$ cat config.mk
export PLATFORM = sky130hd
export DESIGN_NAME = scrolling_text_console_buffer_flat
export DESIGN_NICKNAME = d
export VERILOG_FILES = /design/src/design/stcb_pkg.sv /design/src/design/stcb_if.sv /design/src/design/stcb_front.sv /design/src/design/stcb_cmd_fifo.sv /design/src/design/stcb_back.sv /design/src/design/scrolling_text_console_buffer.sv /design/src/flat_wrapper.sv
export VERILOG_INCLUDE_DIRS = /design/src /design/src/design
export SDC_FILE = /design/constraint.sdc
export NUM_CORES = 1
export LEC_CHECK = 0
export BUFFER_PORTS_ARGS = -buffer_cell sky130_fd_sc_hd__buf_2
export CAP_MARGIN = 10
export CORE_UTILIZATION = 38
export CTS_CLUSTER_DIAMETER = 100
export CTS_CLUSTER_SIZE = 12
export DETAILED_ROUTE_END_ITERATION = 6
export PLACE_DENSITY = 0.61
export REMOVE_ABC_BUFFERS = 1
export SLEW_MARGIN = 20
export SYNTH_ARGS = -nofsm -noshare
export SYNTH_HDL_FRONTEND = slang
export SYNTH_HIERARCHICAL = 1
export SYNTH_SLANG_ARGS = --single-unit
$ cat constraint.sdc
create_clock -name clk_i -period 21.5 [get_ports clk_i]
set_input_delay 3.225 -clock clk_i [delete_from_list [all_inputs] [get_ports clk_i]]
set_output_delay 3.225 -clock clk_i [all_outputs]
set_load 0.05 [all_outputs]
$ cat src/design/scrolling_text_console_buffer_assert.svh
// ----------------------------------------------------------------------------
// Assertion macros for the scrolling text console buffer
// Clocked on clk_i, disabled while rst_ni is low.
// ----------------------------------------------------------------------------
`ifndef SCROLLING_TEXT_CONSOLE_BUFFER_ASSERT_SVH
`define SCROLLING_TEXT_CONSOLE_BUFFER_ASSERT_SVH

// same-cycle implication
`define STCB_ASSERT_IMPLY(label, ante, cons, msg) \
  label: assert property (@(posedge clk_i) disable iff (!rst_ni) (ante) |-> (cons)) \
    else $error(msg);

// next-cycle implication
`define STCB_ASSERT_NEXT(label, ante, cons, msg) \
  label: assert property (@(posedge clk_i) disable iff (!rst_ni) (ante) |=> (cons)) \
    else $error(msg);

`endif

$ cat src/design/stcb_pkg.sv
// ----------------------------------------------------------------------------
// stcb_pkg
// Shared constants, command codes and the queued command word.
// ----------------------------------------------------------------------------
package stcb_pkg;

  localparam int unsigned DefRows      = 10;
  localparam int unsigned DefCols      = 15;

  localparam int unsigned CharW        = 8;
  localparam int unsigned RowFieldW    = 4;
  localparam int unsigned ColFieldW    = 4;
  localparam int unsigned CursorFieldW = 4;

  localparam int unsigned FifoDepth    = 2;

  localparam logic [CharW-1:0] ChFormFeed = 8'h0C;
  localparam logic [CharW-1:0] ChNewline  = 8'h0A;
  localparam logic [CharW-1:0] ChSpace    = 8'h20;

  typedef enum logic [2:0] {
    CMD_READ,
    CMD_CLEAR,
    CMD_NEWLINE,
    CMD_CONTROL,
    CMD_PRINT
  } cmd_kind_e;

  typedef struct packed {
    cmd_kind_e              kind;
    logic [CharW-1:0]       ch;
    logic [RowFieldW-1:0]   row;
    logic [ColFieldW-1:0]   col;
    logic                   in_range;
  } cmd_t;

endpackage

$ cat src/design/stcb_if.sv
// ----------------------------------------------------------------------------
// stcb_in_if / stcb_out_if
// Valid/ready channels for request words and read result words.
// ----------------------------------------------------------------------------
interface stcb_in_if;
  logic                             valid;
  logic                             ready;
  logic                             operation;
  logic [stcb_pkg::CharW-1:0]       char_in;
  logic [stcb_pkg::RowFieldW-1:0]   read_row;
  logic [stcb_pkg::ColFieldW-1:0]   read_column;

  modport source (output valid, output operation, output char_in, output read_row,
                  output read_column, input ready);
  modport sink   (input valid, input operation, input char_in, input read_row,
                  input read_column, output ready);
endinterface

interface stcb_out_if;
  logic                              valid;
  logic                              ready;
  logic [stcb_pkg::CharW-1:0]        cell_char;
  logic [stcb_pkg::CursorFieldW-1:0] cursor_column;

  modport source (output valid, output cell_char, output cursor_column, input ready);
  modport sink   (input valid, input cell_char, input cursor_column, output ready);
endinterface

$ cat src/design/stcb_front.sv
// ----------------------------------------------------------------------------
// stcb_front
// Accept request words and classify them into queued commands.
// ----------------------------------------------------------------------------
module stcb_front #(
  parameter int unsigned ROWS = stcb_pkg::DefRows,
  parameter int unsigned COLS = stcb_pkg::DefCols
) (
  stcb_in_if.sink         in_i,
  input  logic            full_i,
  output logic            push_o,
  output stcb_pkg::cmd_t  cmd_o
);

  assign in_i.ready = !full_i;
  assign push_o     = in_i.valid && !full_i;

  always_comb begin
    cmd_o.ch       = in_i.char_in;
    cmd_o.row      = in_i.read_row;
    cmd_o.col      = in_i.read_column;
    cmd_o.in_range = (32'(in_i.read_row) < ROWS) && (32'(in_i.read_column) < COLS);
    priority if (in_i.operation) begin
      cmd_o.kind = stcb_pkg::CMD_READ;
    end else if (in_i.char_in == stcb_pkg::ChFormFeed) begin
      cmd_o.kind = stcb_pkg::CMD_CLEAR;
    end else if (in_i.char_in == stcb_pkg::ChNewline) begin
      cmd_o.kind = stcb_pkg::CMD_NEWLINE;
    end else if (in_i.char_in < stcb_pkg::ChSpace) begin
      cmd_o.kind = stcb_pkg::CMD_CONTROL;
    end else begin
      cmd_o.kind = stcb_pkg::CMD_PRINT;
    end
  end

endmodule

$ cat src/design/stcb_cmd_fifo.sv
// ----------------------------------------------------------------------------
// stcb_cmd_fifo
// Short command queue between the front and back ends.
// ----------------------------------------------------------------------------
`include "scrolling_text_console_buffer_assert.svh"

module stcb_cmd_fifo (
  input  logic            clk_i,
  input  logic            rst_ni,
  input  logic            push_i,
  input  stcb_pkg::cmd_t  cmd_i,
  output logic            full_o,
  input  logic            pop_i,
  output logic            valid_o,
  output stcb_pkg::cmd_t  cmd_o
);

  localparam int unsigned PtrW = (stcb_pkg::FifoDepth > 1) ? $clog2(stcb_pkg::FifoDepth) : 1;
  localparam int unsigned CntW = $clog2(stcb_pkg::FifoDepth + 1);
  localparam logic [PtrW-1:0] LastPtr = PtrW'(stcb_pkg::FifoDepth - 1);

  stcb_pkg::cmd_t  entries_q [stcb_pkg::FifoDepth];
  logic [PtrW-1:0] wr_q, wr_d, rd_q, rd_d;
  logic [CntW-1:0] count_q, count_d;

  assign full_o  = (count_q == CntW'(stcb_pkg::FifoDepth));
  assign valid_o = (count_q != '0);
  assign cmd_o   = entries_q[rd_q];

  always_comb begin
    wr_d    = wr_q;
    rd_d    = rd_q;
    count_d = count_q;
    if (push_i) begin
      wr_d = (wr_q == LastPtr) ? '0 : wr_q + 1'b1;
    end
    if (pop_i) begin
      rd_d = (rd_q == LastPtr) ? '0 : rd_q + 1'b1;
    end
    if (push_i && !pop_i) begin
      count_d = count_q + 1'b1;
    end else if (!push_i && pop_i) begin
      count_d = count_q - 1'b1;
    end
  end

  always_ff @(posedge clk_i or negedge rst_ni) begin
    if (!rst_ni) begin
      wr_q    <= '0;
      rd_q    <= '0;
      count_q <= '0;
    end else begin
      wr_q    <= wr_d;
      rd_q    <= rd_d;
      count_q <= count_d;
    end
  end

  always_ff @(posedge clk_i) begin
    if (push_i) begin
      entries_q[wr_q] <= cmd_i;
    end
  end

  `STCB_ASSERT_IMPLY(a_no_overflow, push_i, count_q < CntW'(stcb_pkg::FifoDepth) || pop_i, "command queue overflow")
  `STCB_ASSERT_IMPLY(a_no_underflow, pop_i, count_q != '0, "command queue underflow")
  `STCB_ASSERT_NEXT(a_push_seen, push_i && !pop_i, count_q != '0, "pushed word not counted")

endmodule

$ cat src/design/stcb_back.sv
// ----------------------------------------------------------------------------
// stcb_back
// Execute commands against the cell memory and drive read results.
// ----------------------------------------------------------------------------
`include "scrolling_text_console_buffer_assert.svh"

module stcb_back #(
  parameter int unsigned ROWS = stcb_pkg::DefRows,
  parameter int unsigned COLS = stcb_pkg::DefCols
) (
  input  logic            clk_i,
  input  logic            rst_ni,
  input  logic            cmd_valid_i,
  input  stcb_pkg::cmd_t  cmd_i,
  output logic            pop_o,
  stcb_out_if.source      out_o
);

  localparam int unsigned RowW  = $clog2(ROWS);
  localparam int unsigned ColW  = $clog2(COLS);
  localparam int unsigned LenW  = $clog2(COLS + 1);
  localparam int unsigned Cells = ROWS * COLS;
  localparam int unsigned AddrW = $clog2(Cells);
  localparam int unsigned CurW  = stcb_pkg::CursorFieldW;

  logic [stcb_pkg::CharW-1:0] mem [Cells];

  logic [RowW-1:0]            top_q, top_d;
  logic [LenW-1:0]            cursor_q, cursor_d;
  logic [LenW-1:0]            len_q [ROWS];
  logic [LenW-1:0]            len_d [ROWS];
  logic                       out_valid_q, out_valid_d;
  logic [stcb_pkg::CharW-1:0] rdata_q;
  logic                       keep_q;
  logic [CurW-1:0]            snap_q;

  logic [RowW+stcb_pkg::RowFieldW-1:0] row_wide;
  logic [ColW+stcb_pkg::ColFieldW-1:0] col_wide;
  logic [LenW+CurW-1:0]                cur_wide;
  logic [RowW-1:0]                     row_idx, prow, top_inc, bottom, wr_row;
  logic [ColW-1:0]                     col_idx;
  logic [RowW:0]                       prow_sum;
  logic [LenW-1:0]                     wr_col, cursor_next;
  logic [AddrW-1:0]                    rd_addr, wr_addr;
  logic                                is_read, scroll, rd_en, wr_en, keep_d;

  assign row_wide = {{RowW{1'b0}}, cmd_i.row};
  assign col_wide = {{ColW{1'b0}}, cmd_i.col};
  assign cur_wide = {{CurW{1'b0}}, cursor_q};
  assign row_idx  = row_wide[RowW-1:0];
  assign col_idx  = col_wide[ColW-1:0];

  assign prow_sum = {1'b0, top_q} + {1'b0, row_idx};
  assign prow     = (prow_sum >= (RowW+1)'(ROWS)) ? RowW'(prow_sum - (RowW+1)'(ROWS))
                                                  : prow_sum[RowW-1:0];
  assign rd_addr  = AddrW'(prow) * AddrW'(COLS) + AddrW'(col_idx);
  assign keep_d   = cmd_i.in_range && (LenW'(col_idx) < len_q[prow]);

  assign top_inc  = (top_q == RowW'(ROWS - 1)) ? '0 : top_q + 1'b1;
  assign bottom   = (top_q == '0) ? RowW'(ROWS - 1) : top_q - 1'b1;

  assign is_read  = (cmd_i.kind == stcb_pkg::CMD_READ);
  assign scroll   = (cmd_i.kind == stcb_pkg::CMD_NEWLINE)
                 || (((cmd_i.kind == stcb_pkg::CMD_CONTROL) || (cmd_i.kind == stcb_pkg::CMD_PRINT))
                     && (cursor_q == LenW'(COLS)));
  assign wr_row      = scroll ? top_q : bottom;
  assign wr_col      = scroll ? '0 : cursor_q;
  assign cursor_next = wr_col + 1'b1;
  assign wr_addr     = AddrW'(wr_row) * AddrW'(COLS) + AddrW'(wr_col);

  assign pop_o = cmd_valid_i && (!is_read || !out_valid_q || out_o.ready);
  assign rd_en = pop_o && is_read;
  assign wr_en = pop_o && (cmd_i.kind == stcb_pkg::CMD_PRINT);

  always_comb begin
    top_d    = top_q;
    cursor_d = cursor_q;
    len_d    = len_q;
    if (pop_o) begin
      unique case (cmd_i.kind)
        stcb_pkg::CMD_CLEAR: begin
          len_d    = '{default: '0};
          cursor_d = '0;
        end
        stcb_pkg::CMD_NEWLINE, stcb_pkg::CMD_CONTROL: begin
          if (scroll) begin
            top_d        = top_inc;
            len_d[top_q] = '0;
            cursor_d     = '0;
          end
        end
        stcb_pkg::CMD_PRINT: begin
          if (scroll) begin
            top_d        = top_inc;
            len_d[top_q] = '0;
          end
          len_d[wr_row] = cursor_next;
          cursor_d      = cursor_next;
        end
        default: begin
        end
      endcase
    end
  end

  always_comb begin
    out_valid_d = out_valid_q;
    priority if (rd_en) begin
      out_valid_d = 1'b1;
    end else if (out_o.ready) begin
      out_valid_d = 1'b0;
    end
  end

  always_ff @(posedge clk_i or negedge rst_ni) begin
    if (!rst_ni) begin
      top_q       <= '0;
      cursor_q    <= '0;
      len_q       <= '{default: '0};
      out_valid_q <= 1'b0;
    end else begin
      top_q       <= top_d;
      cursor_q    <= cursor_d;
      len_q       <= len_d;
      out_valid_q <= out_valid_d;
    end
  end

  always_ff @(posedge clk_i) begin
    if (wr_en) begin
      mem[wr_addr] <= cmd_i.ch;
    end
  end

  always_ff @(posedge clk_i) begin
    if (rd_en) begin
      rdata_q <= mem[rd_addr];
      keep_q  <= keep_d;
      snap_q  <= cur_wide[CurW-1:0];
    end
  end

  assign out_o.valid         = out_valid_q;
  assign out_o.cell_char     = keep_q ? rdata_q : '0;
  assign out_o.cursor_column = snap_q;

  `STCB_ASSERT_IMPLY(a_cursor_bound, 1'b1, cursor_q <= LenW'(COLS), "cursor beyond row end")
  `STCB_ASSERT_IMPLY(a_top_bound, 1'b1, top_q <= RowW'(ROWS - 1), "top row pointer out of range")
  `STCB_ASSERT_NEXT(a_clear_home, pop_o && (cmd_i.kind == stcb_pkg::CMD_CLEAR), cursor_q == '0, "form feed left cursor off home")
  `STCB_ASSERT_NEXT(a_scroll_moves, pop_o && scroll, top_q != $past(top_q), "scroll did not advance top row")
  `STCB_ASSERT_NEXT(a_read_result, rd_en, out_valid_q, "read issued without result")

endmodule

$ cat src/design/scrolling_text_console_buffer.sv
// ----------------------------------------------------------------------------
// scrolling_text_console_buffer
// ROWS x COLS text console store with scrolling bottom-row cursor.
// ----------------------------------------------------------------------------
// One request word is taken per cycle while the two-entry command queue has
// room. The back end gives the cell memory one character write or one cell
// read per cycle, and holds a read in the queue while an untaken result sits
// on the output. A read result passes through the command queue and the
// output register and is held on the output until taken. Form feed and
// scroll update per-row fill lengths and a top-row pointer, never the cells,
// so reset needs no clearing pass over the memory.
module scrolling_text_console_buffer #(
  parameter int unsigned ROWS = stcb_pkg::DefRows,
  parameter int unsigned COLS = stcb_pkg::DefCols
) (
  input  logic         clk_i,
  input  logic         rst_ni,
  stcb_in_if.sink      in_i,
  stcb_out_if.source   out_o
);

  stcb_pkg::cmd_t push_cmd, head_cmd;
  logic           push, full, pop, head_valid;

  stcb_front #(
    .ROWS (ROWS),
    .COLS (COLS)
  ) u_front (
    .in_i   (in_i),
    .full_i (full),
    .push_o (push),
    .cmd_o  (push_cmd)
  );

  stcb_cmd_fifo u_fifo (
    .clk_i   (clk_i),
    .rst_ni  (rst_ni),
    .push_i  (push),
    .cmd_i   (push_cmd),
    .full_o  (full),
    .pop_i   (pop),
    .valid_o (head_valid),
    .cmd_o   (head_cmd)
  );

  stcb_back #(
    .ROWS (ROWS),
    .COLS (COLS)
  ) u_back (
    .clk_i       (clk_i),
    .rst_ni      (rst_ni),
    .cmd_valid_i (head_valid),
    .cmd_i       (head_cmd),
    .pop_o       (pop),
    .out_o       (out_o)
  );

endmodule
$ cat src/flat_wrapper.sv
// flat-port wrapper written by rule: the top's interface ports become plain ports
module scrolling_text_console_buffer_flat 
#(
  parameter int unsigned ROWS = stcb_pkg::DefRows,
  parameter int unsigned COLS = stcb_pkg::DefCols
)
  (clk_i, rst_ni, in_i_valid, in_i_operation, in_i_char_in, in_i_read_row, in_i_read_column, in_i_ready, out_o_valid, out_o_cell_char, out_o_cursor_column, out_o_ready);
  stcb_in_if in_i_i ();
  stcb_out_if out_o_i ();
  input  logic clk_i;
  input  logic rst_ni;
  input wire logic [$bits(in_i_i.valid)-1:0] in_i_valid;
  input wire logic [$bits(in_i_i.operation)-1:0] in_i_operation;
  input wire logic [$bits(in_i_i.char_in)-1:0] in_i_char_in;
  input wire logic [$bits(in_i_i.read_row)-1:0] in_i_read_row;
  input wire logic [$bits(in_i_i.read_column)-1:0] in_i_read_column;
  output wire logic [$bits(in_i_i.ready)-1:0] in_i_ready;
  output wire logic [$bits(out_o_i.valid)-1:0] out_o_valid;
  output wire logic [$bits(out_o_i.cell_char)-1:0] out_o_cell_char;
  output wire logic [$bits(out_o_i.cursor_column)-1:0] out_o_cursor_column;
  input wire logic [$bits(out_o_i.ready)-1:0] out_o_ready;
  assign in_i_i.valid = in_i_valid;
  assign in_i_i.operation = in_i_operation;
  assign in_i_i.char_in = in_i_char_in;
  assign in_i_i.read_row = in_i_read_row;
  assign in_i_i.read_column = in_i_read_column;
  assign in_i_ready = in_i_i.ready;
  assign out_o_valid = out_o_i.valid;
  assign out_o_cell_char = out_o_i.cell_char;
  assign out_o_cursor_column = out_o_i.cursor_column;
  assign out_o_i.ready = out_o_ready;
  scrolling_text_console_buffer #(.ROWS(ROWS), .COLS(COLS)) u_core (.clk_i(clk_i), .rst_ni(rst_ni), .in_i(in_i_i), .out_o(out_o_i));
endmodule
==> flow_summary.toml <==
[outcome]
status = "finished, final reports clean"

[die]
dieArea_um2 = 141000
fp.dieW_um = 375
ios = 35
core_region_area_um2 = 138000
rows = 136
start_util_pct = 38.4
die_h_um = 375

[global_route]
grt-ovfl-total = 0
grt_antenna_before_repair = 5
grt_pass1_wl_um = 188000
grt_start_max_net_pins = 114
grt_usage_pct = 18.4
grt_pass1_vias = 26200

[sta]
hold_viol_final = 0
drv_slew = 0
skew_ns = 0.0231
fmax_mhz = 114
timing.final.crit_share_pct = 40.7
rsz0062_at_grt = "no"
period_minus_slack_ns = 8.74
tightest_slew_ns = 1.21
finalSetupViolCount = 0
relSlewSlack_pct = 19.4
tns_ns = 0

[clock_tree]
hold_buffers = 0
cts_setup_buffers = 0
cts_root_buffer = "clkbuf_16"
tritoncts = "built"
clk_latency_ns = 0.71
path_clk_slew_ns = 0.06
htreeDepth = 3
cts_buffers = 118
cts_sinks = 1306
cts.repair.resized = 0
cts_buffer_depth = 3

[layout]
syn_to_final_growth_pct = 10.2
stdcell_count = 4539
layout-drive-gt1-share_pct = 23.5
ff_latch_area_um2 = 39000
stdcell_area_um2 = 58400
fillCellCount = 11800
multi_input_area_um2 = 13300
nets = 2732

[route]
drtPass1Iterations = 6
via_count = 25800
antenna_left = 0
drt_iter0_drc = 2819
drc_errors = 0
routedWlPerCell_um = 28.3
wl_um = 129000
via_per_inst = 5.68

[worst_setup_path]
cp_slowest_cell = "buf_4"
cp-start-kind = "flip-flop"
crit_family = "adder cells"
arrival_ns = 9.16
crit_top_cell = "fa_1"
worst_setup_path_end_kind = "flip-flop"
path_cells = "buf_4 -> mux2_4 -> ha_1 -> fa_1 -> inv_1 -> ha_1 -> o21ai_1 -> a31oi_4 -> mux2i_1 -> fa_1 -> inv_1 -> fa_1 -> fa_1 -> inv_1 -> ha_1 -> xor2_4 -> buf_4 -> buf_4 -> mux4_2 -> mux4_2 -> a22oi_1 -> o21ai_1"
path_max_fanout = 40
critPathBufInv = 6
critPathKind = "reg -> reg"
r2r_slack_ns = 12.76
slowest_delay_ns = 0.78
cp.required_ns = 21.92

[logic_synthesis]
seq_area_frac_synth_pct = 73.5
synth-edff-count = 1253
synthDistinctLibCells = 60
ys.warnings.count = 6
synth_top_flop_cell = "edfxtp_1"
synthCells = 2586
synth.cell_area_um2 = 53000
async_reset_ff_share_pct = 4.06
yosys_register_bits = 1306
avgSynthCellArea_um2 = 20.5

[placed_design]
hpwl_um = 79000
dpl-instance-area_um2 = 55200
dp_cells = 4389
io_buffers = 34
gp_congestion = 0.861

[hold_path]
hold_path.class = "reg -> reg"

[run]
drv.max_cap_violation_count = 0
## through the flow
stage / util, % / hold slack [ns] / worst slack [ns]
6_report: 42.3 / 0.485 / 12.76
3_3_place_gp: 40.0 / 0.461 / 12.75
5_1_grt: 42.3 / 0.508 / 12.19
2_1_floorplan: - / 0.434 / 6.15
4_1_cts: 42.3 / 0.484 / 12.62
3_5_place_dp: 40.0 / 0.471 / 12.67
## state kept, by name (all words and copies together), names as in the netlist, 2 cells and up
name and count:
u_core/u_fifo/entries_q 40, u_core/u_back/top_q 4, u_core/u_back/rdata_q 8, u_core/u_back/out_o.cursor_column 4, u_core/u_back/len_q 40, u_core/u_back/mem 1200, u_core/u_fifo/count_q 2, u_core/u_back/cursor_q 4
## synth_stat cells, drive strengths merged (4+ instances only)
cell type,n,area [um2]
fa,15,300
and3,6,37.5
a31oi,8,65.1
ha,50,626
nor4,6,37.5
nand3,11,55.1
nor3,14,75.1
a21o,4,30.0
buf,71,425
o211ai,10,75.1
mux4,381,8580
and2,14,87.6
mux2i,20,200
dfrtp,53,1330
nand4,11,68.8
o21ai,68,340
xnor2,17,168
xor2,11,104
nand2,92,345
a22o,9,78.8
clkbuf,63,236
nand2b,5,31.3
edfxtp,1253,37600
nor2,204,766
o21a,4,30.0
nor2b,13,81.3
mux2,35,465
a22oi,8,60.1
inv,54,203
a21oi,47,235
## cells in the final DEF, fill, tap and decap left out, drive strengths merged, types with 4 or more instances in the layout
master	count
nand2b	5
nand2	92
fa	15
inv	56
nor4	6
ha	50
and3	6
o211ai	10
a22oi	8
nand3	11
dfrtp	53
nor2b	13
o21a	4
mux4	381
nand4	11
nor2	204
and2	14
a31oi	8
mux2i	20
o21ai	68
edfxtp	1253
a21o	4
xor2	11
a21oi	47
nor3	14
buf	74
a22o	9
clkbuf	145
mux2	35
xnor2	17
## routing by layer
layer,share of wire [%],up-vias,track usage [%]
met5,0.026,-,0
met4,2.8,4,5.44
met3,7.6,199,3.40
met2,49,1075,29.9
met1,41,13900,25.3
li1,-,10600,-
## path summary, 6_finish.rpt
check	startpoint	end	cells after the start
max in group asynchronous	rst_ni	u_core/u_back/top_q[0]	2
max reg2reg	u_core/u_fifo/rd_q	u_core/u_back/rdata_q[6]	22
min in group asynchronous	rst_ni	u_core/u_back/cursor_q[1]	2
min reg2reg	u_core/u_back/len_q[10]	u_core/u_back/len_q[10]	2
min	u_core/u_back/len_q[10]	u_core/u_back/len_q[10]	2
max	u_core/u_fifo/rd_q	u_core/u_back/rdata_q[6]	22
## final cells by class
| cell class | instances | share of cell area, % |
|---|---|---|
| flip-flops and latches | 1306 | 66.7 |
| multi-input cells | 1092 | 22.7 |
| clock buffers | 145 | 5.30 |
| well taps | 1863 | 3.99 |
| repair buffers | 74 | 0.834 |
| inverters | 54 | 0.347 |
| clock inverters | 4 | 0.0836 |
| diodes | 1 | 0.00429 |
## logic make-up (layout without fill, tap and decap cells)
group                    Yosys count  in the layout  synth area share, %
buffers and inverters            188            277                 1.63
flip-flops                      1306           1306                 73.5
other                              0              1                    0
XOR/XNOR                          28             28                0.512
AND/OR/NAND/NOR                  387            387                 3.16
AO/OA/AOI/OAI                    176            176                 2.01
adder cells (fa/ha/maj)           65             65                 1.75
multiplexers                     436            436                 17.4
## tightest hold or removal path: cells and delay by family (launching register included)
family	cells	cell delay [ns]
AND/OR/NAND/NOR	2	0.10
flip-flops	1	0.35
Power is not shown: default switching activity piles up to over one toggle a cycle in this logic, so the estimate is an artifact.
